### src/hw/rtl/rtes_pkg.sv
// Shared widths, field codes and constants of the rate-table event selector.
package rtes_pkg;

   // Fixed field and arithmetic widths
   localparam int SUM_W  = 48;   // running total of all rates
   localparam int FRAC_W = 17;   // selection fraction
   localparam int PROD_W = 65;   // total * fraction
   localparam int CNT_W  = 5;    // step counter of the product unit

   // Fraction scale: hundred-thousandths
   localparam logic [FRAC_W-1:0] FRAC_SCALE = 17'd100000;

   // Command codes
   localparam logic CMD_WRITE  = 1'b0;
   localparam logic CMD_SELECT = 1'b1;

   // Species codes
   localparam logic SPECIES_INT = 1'b0;
   localparam logic SPECIES_VAC = 1'b1;

   // Result kind codes
   localparam logic [1:0] KIND_NONE = 2'd0;
   localparam logic [1:0] KIND_INT  = 2'd1;
   localparam logic [1:0] KIND_VAC  = 2'd2;

endpackage

### src/hw/rtl/rtes_thresh.sv
// Product unit: total * fraction by shift-add multiply, one fraction bit a cycle.
// The scan compares its sum scaled by 100000 against this product, so
// floor(total * fraction / 100000) never has to be formed.
module rtes_thresh import rtes_pkg::*; (
   input  logic              clock,
   input  logic              reset,
   input  logic              start,
   input  logic [SUM_W-1:0]  total,
   input  logic [FRAC_W-1:0] frac,
   output logic              done,
   output logic [PROD_W-1:0] product
);

   localparam logic T_IDLE = 1'b0;
   localparam logic T_MUL  = 1'b1;

   logic              state_ff, state_in;
   logic              done_ff, done_in;
   logic [CNT_W-1:0]  count_ff, count_in;
   logic [PROD_W-1:0] prod_ff, prod_in;
   logic [SUM_W-1:0]  mcand_ff, mcand_in;
   logic [FRAC_W-1:0] frac_ff, frac_in;

   logic [PROD_W-1:0] mul_sum;

   // Shared datapath: one add per multiply step, fraction MSB first
   always_comb begin
      mul_sum = {prod_ff[PROD_W-2:0], 1'b0}
              + (frac_ff[FRAC_W-1] ? PROD_W'(mcand_ff) : '0);
   end

   // Sequencer
   always_comb begin
      state_in = state_ff;
      done_in  = 1'b0;
      count_in = count_ff;
      prod_in  = prod_ff;
      mcand_in = mcand_ff;
      frac_in  = frac_ff;
      unique case (state_ff)
         T_IDLE: begin
            if (start) begin
               prod_in  = '0;
               mcand_in = total;
               frac_in  = frac;
               count_in = CNT_W'(FRAC_W - 1);
               state_in = T_MUL;
            end
         end
         T_MUL: begin
            prod_in = mul_sum;
            frac_in = {frac_ff[FRAC_W-2:0], 1'b0};
            if (count_ff == '0) begin
               done_in  = 1'b1;
               state_in = T_IDLE;
            end else begin
               count_in = count_ff - 1'b1;
            end
         end
         default: begin
            state_in = T_IDLE;
         end
      endcase
   end

   always_ff @(posedge clock) begin
      if (reset) begin
         state_ff <= T_IDLE;
         done_ff  <= 1'b0;
      end else begin
         state_ff <= state_in;
         done_ff  <= done_in;
      end
   end

   always_ff @(posedge clock) begin
      count_ff <= count_in;
      prod_ff  <= prod_in;
      mcand_ff <= mcand_in;
      frac_ff  <= frac_in;
   end

   assign done    = done_ff;
   assign product = prod_ff;

endmodule

### config.mk
export PLATFORM = sky130hd
export DESIGN_NAME = rtes_thresh
export DESIGN_NICKNAME = d
export VERILOG_FILES = /design/src/hw/rtl/rtes_pkg.sv /design/src/hw/rtl/rtes_thresh.sv
export SDC_FILE = /design/constraint.sdc
export NUM_CORES = 1
export LEC_CHECK = 0
export ABC_AREA = 1
export ABC_CLOCK_PERIOD_IN_PS = 3800
export BUFFER_PORTS_ARGS = -buffer_cell sky130_fd_sc_hd__buf_2
export CORE_MARGIN = 1.5
export CORE_UTILIZATION = 59
export DETAILED_ROUTE_END_ITERATION = 10
export PLACE_DENSITY = 0.81
export SYNTH_ARGS = -nofsm -noshare
export SYNTH_HDL_FRONTEND = slang
export SYNTH_SLANG_ARGS = --single-unit
### constraint.sdc
create_clock -name clock -period 3.8 [get_ports clock]
set_clock_uncertainty 0.2 [all_clocks]
set_input_delay 0.76 -clock clock [delete_from_list [all_inputs] [get_ports clock]]
set_output_delay 0.76 -clock clock [all_outputs]
set_load 0.02 [all_outputs]
# Word level (Yosys, flattened, before mapping)
# Index checks and enable logic that the tools add are counted.
# totals
output_inout_bits	66
in_bits	68
ff_bits	137
elab_cells	27
# op_classes
muxes	12
add_sub_neg	2
reduce_logical	4
eq_ne	2
n_bitwise	1
# op_table
op	n
$pmux 65 s2	1
$add 65x48->65	1
$mux 65	1
$mux 48	1
$pmux 17 s2	1
$mux 17	1
$mux 5	2
$pmux 5 s2	1
$logic_not 5->1	1
$sub 5x1->5 const B	1
$ne 2x2->1 const B	2
$reduce_and 2->1	2
$mux 1	3
$pmux 1 s2	1
$reduce_or 2->1	1
$not 1->1	1

# Logic depth before layout (Yosys ltp)
# logic_depth
ltp_word	3
depth_mapped	18
depth_no_buf	16

# Least setup slack after synthesis
# No wires, ideal clock.
# synth_path
kind	input -> register
from	input port start
to	register mcand_ff[0] (enable)
cell_stages	2
n_path_buf	0
setup_ns	0.454
slack_ns	0.309
arrival_time_ns	2.836
path_cell_list	inv_1 > nor2_1
# synth_between
elab_chain_cells	1
# synth_lines
item	line_no	rtl
start: declaration	rtes_thresh.sv:7	input logic start,
$reduce_and 2->1 (no source line)	-	
end signal: assignment	rtes_thresh.sv:79	mcand_ff <= mcand_in;
end: declaration	rtes_thresh.sv:21	logic [SUM_W-1:0] mcand_ff, mcand_in;
# Every way passes these cells.
# A chain may end at the register's enable or synchronous reset.

# Final worst setup path
# layout_path
from	register frac_ff[16]
to	register prod_ff[34] (netlist: product[34]) (data pin)
# layout_between
elab_chain_cells	3
# layout_lines
item	line_no	rtl
start: declaration	rtes_thresh.sv:22	logic [FRAC_W-1:0] frac_ff, frac_in;
start signal: assignment	rtes_thresh.sv:80	frac_ff <= frac_in;
$mux 48	rtes_thresh.sv:29	+ (frac_ff[FRAC_W-1] ? PROD_W'(mcand_ff) : '0);
$add 65x48->65	rtes_thresh.sv:29	
$pmux 65 s2	rtes_thresh.sv:40	unique case (state_ff)
end signal: assignment	rtes_thresh.sv:78	prod_ff <= prod_in;
end: declaration	rtes_thresh.sv:20	logic [PROD_W-1:0] prod_ff, prod_in;
# Every way passes these cells.

==> flow_summary.toml <==
[run]
max_cap_viol_count = 0

[worst_setup_path]
cp_slowest_cell = "sky130_fd_sc_hd__edfxtp_1"
critical_path_buf_inv_count = 4
critical-path-max-stage-delay_ps = 410
timing.rr.start = "frac_ff[16]"
critical_path_class = "register to register"
worst_setup_path_end_kind = "register"
timing.critical_path.cells = "buf_12 -> nand2_1 -> inv_1 -> ha_1 -> nand2_1 -> inv_1 -> nand2_1 -> nand2_1 -> inv_1 -> nand3_2 -> nand2_1 -> nand2_1 -> a21oi_1 -> nand2_1 -> nand2_1 -> nor2_1"
critical-path-top-delay-family = "simple AND/OR/NAND/NOR gates"
worstSetupStartpoint = "frac_ff[16]"
worst-path-max-fanout = 48
crit_path_start_kind = "register"
required_ps = 3800
rr_worst_depth = 16
setup.reg_to_reg.worst_slack_ps = 680
critical_path_arrival_ps = 3120
r2r-end = "product[34]"
cp_most_frequent_cell = "sky130_fd_sc_hd__nand2_1"

[yosys]
syn-num-nets = 1619
synth_largest_type_area_fraction = 0.397
yosys-top-cells-area = "sky130_fd_sc_hd__edfxtp_1 40%, sky130_fd_sc_hd__nand2_1 21%, sky130_fd_sc_hd__inv_1 12%, sky130_fd_sc_hd__ha_1 5.9%, sky130_fd_sc_hd__nor2_1 4.6%"
yosysSeqAreaShare = 0.400
ys_seq_elements = 137
syn-mean-instance-area_um2 = 6.81
post-synth-top-area-cell = "sky130_fd_sc_hd__edfxtp_1"
synth.yosys.warnings = 0
post_synth_instance_area_um2 = 10200
postSynthCellCount = 1502
netlist-cell-type-count = 33

[clock_tree]
htreeDepth = 4
clk_path_buf_depth = 2
tritoncts = "built"
postCtsHoldBufs = 0
cts_post_setup_buffers_inserted = 0
cts_inserted_buffers = 17
cts_sinks = 137
clk_root_buffer_cell = "sky130_fd_sc_hd__clkbuf_16"
post_cts.resized_instances = 0
worst_setup_hold_path_clk_slew_ps = 70
clkLatencyLatePin_ps = 450

[die]
die_width_um = 135
die_height_um = 135
initial_util = 0.610
pin_count = 134
std_cell_rows = 47
die_area_um2 = 18100
core_um2 = 16800

[timing]
final_period_minus_worst_setup_slack_ps = 3120
hold_viol_final = 0
maxSlewViolCount = 0
setup-tns-final_ps = 0
min_period_over_period = 0.820
report.final.setup_viol = 0
max_slew_margin_vs_limit = 0.406
grt_setup_unrepaired = "false"
fmax_ghz = 0.321
fin_ws_ps = 683
worstMarginPinSlew_ps = 892

[final_layout]
fraction_of_layout_cells_with_a_size_suffix_above_1 = 0.146
final_area_um2 = 11800
area_delta_synth_final_pct = 15.5
fillerInstances = 1408
layoutNonFillerInstCount = 1876
num-nets-final = 1760
diodes = 0

[pwr]
power-per-cell-area_nw_per_um2 = 426
power_leakage_nw = 6.64
worst_ir_drop_vdd_mv = 0.337

[global_route]
antenna_found_initial = 0
global_route.usage.total = 0.374
grt_pass1_vias = 9880
global_route_wire_length_before_repair_mm = 51.0
residual_overflow_from_global_routing = 0
maximum_number_of_pins_on_one_net_before_global_route_repair = 79

[detailed_routing]
drc_errors = 0
ant_nets = 0
starting_drc_count_in_detailed_routing = 924
route.detailed.wl_per_inst_um = 17.7
drtPass1Iterations = 6
num_vias = 10200
route.detailed.vias_per_inst = 5.44
detail_route.wirelength_mm = 33.2

[placed_design]
detailed_place.area_um2 = 11200
dp_worst_setup_slack_ps = 807
place.gp.congestion = 1.02
dp_hpwl_mm = 25.2
portBuffers = 133
post-place-cells = 1844

[worst_hold_path]
worst_hold_startpoint = "total[46]"
hold_path_class = "input port to register"
hold_depth = 1
worst_hold_path.endpoint = "mcand_ff[46]"

[status]
outcome = "finished clean"
through the flow:
| step | total power [mW] | hold WS (ps) | utilization |
|---|---|---|---|
| after detailed placement | 3.25 | 312 | 0.668 |
| after global routing | 5.21 | 279 | 0.705 |
| after floorplan | 2.82 | 291 | - |
| after CTS | 5.00 | 279 | 0.705 |
| after global placement | 3.21 | 299 | 0.668 |
| final | 5.03 | 282 | 0.705 |
placed cells by master, fill, tap and decap left out, types with 4 or more instances in the layout:
cell type and n:
sky130_fd_sc_hd__clkbuf_16 17, sky130_fd_sc_hd__a21oi_1 87, sky130_fd_sc_hd__nor2_1 124, sky130_fd_sc_hd__nand2_2 25, sky130_fd_sc_hd__o21bai_1 6, sky130_fd_sc_hd__clkinv_8 5, sky130_fd_sc_hd__and2_1 6, sky130_fd_sc_hd__nand3_1 54
sky130_fd_sc_hd__inv_1 324, sky130_fd_sc_hd__o21ai_0 29, sky130_fd_sc_hd__nand3_2 9, sky130_fd_sc_hd__inv_8 6, sky130_fd_sc_hd__ha_1 48, sky130_fd_sc_hd__nor3_2 4, sky130_fd_sc_hd__nand2_1 572, sky130_fd_sc_hd__edfxtp_1 135
sky130_fd_sc_hd__nor3_1 10, sky130_fd_sc_hd__o21a_1 4, sky130_fd_sc_hd__nand4_1 7, sky130_fd_sc_hd__nor2_2 19, sky130_fd_sc_hd__buf_2 133
logic make-up (layout without fill, tap and decap cells):
kind of cell,Yosys count,count (layout),synth area share
xor gates and xnor gates,1,1,0.000857
DFF,137,137,0.400
AOI/OAI and AO/OA,130,130,0.0669
adders and majority gates,49,49,0.0607
buffers and inverters,343,497,0.127
and+or+nand+nor,842,842,0.344
synth_stat cells:
cell type,instances
sky130_fd_sc_hd__inv_1,324
sky130_fd_sc_hd__edfxtp_1,135
sky130_fd_sc_hd__buf_1,3
sky130_fd_sc_hd__ha_1,48
sky130_fd_sc_hd__o21bai_1,6
sky130_fd_sc_hd__nor3_1,10
sky130_fd_sc_hd__clkbuf_1,12
sky130_fd_sc_hd__nor2_4,2
sky130_fd_sc_hd__inv_2,2
sky130_fd_sc_hd__buf_2,1
sky130_fd_sc_hd__nor2_2,19
sky130_fd_sc_hd__a31oi_1,1
sky130_fd_sc_hd__nand3_2,9
sky130_fd_sc_hd__nor2_1,125
sky130_fd_sc_hd__a21oi_1,87
sky130_fd_sc_hd__o21a_1,4
sky130_fd_sc_hd__a21boi_0,3
sky130_fd_sc_hd__and3_1,1
sky130_fd_sc_hd__or2_2,3
sky130_fd_sc_hd__fa_1,1
sky130_fd_sc_hd__nand2_2,25
sky130_fd_sc_hd__and2_1,6
sky130_fd_sc_hd__buf_6,1
sky130_fd_sc_hd__dfxtp_1,2
sky130_fd_sc_hd__nand4_1,7
sky130_fd_sc_hd__nor3b_1,1
sky130_fd_sc_hd__nand3_1,54
sky130_fd_sc_hd__nor4_2,2
sky130_fd_sc_hd__xnor2_1,1
sky130_fd_sc_hd__o21ai_0,29
sky130_fd_sc_hd__nor3_2,4
sky130_fd_sc_hd__nor3b_2,1
sky130_fd_sc_hd__nand2_1,573
how the worst max path moves through the flow:
stage | end | cells past startpoint
finish | product[34] | 16
global route | product[34] | 16
CTS | product[31] | 15
detailed placement | product[31] | 15
global placement | product[61] | 13
floorplan | mcand_ff[0] | 2
cell type report:
class | count | area, um2 | area share
Multi-Input combinational cell | 1022 | 4850 | 0.411
Clock inverter | 15 | 191 | 0.0162
Clock buffer | 17 | 425 | 0.0360
Tap cell | 220 | 275 | 0.0233
Timing Repair Buffer | 139 | 748 | 0.0634
Sequential cell | 137 | 4100 | 0.347
Inverter | 326 | 1220 | 0.104
registers in the layout, indices dropped and copies added, names as in the netlist:
register / flops
mcand_ff: 48
count_ff: 5
frac_ff: 17
state_ff: 1
product: 65
done: 1
power breakdown:
| part | leakage [nW] | switching (mW) | internal, mW |
|---|---|---|---|
| registers | 1.39 | 0.0959 | 1.84 |
| clock network | 0.300 | 0.851 | 0.901 |
| logic | 4.94 | 0.949 | 0.393 |
| total | 6.64 | 1.90 | 3.14 |
per-layer routing:
layer	track usage	vias up	wire [um]
li1	-	4894	-
met1	0.491	4715	13900
met2	0.618	519	15400
met3	0.0706	85	2900
met4	0.142	0	1070
met5	0	-	0
worst reg2reg max path: cells and delay by family, from the launching register on:
| family | cells | cell delay (ps) |
|---|---|---|
| and+or+nand+nor | 10 | 1130 |
| DFF | 1 | 410 |
| buffers and inverters | 4 | 380 |
| AOI/OAI and AO/OA | 1 | 370 |
| adders and majority gates | 1 | 350 |
(Power assumes the default switching activity.)
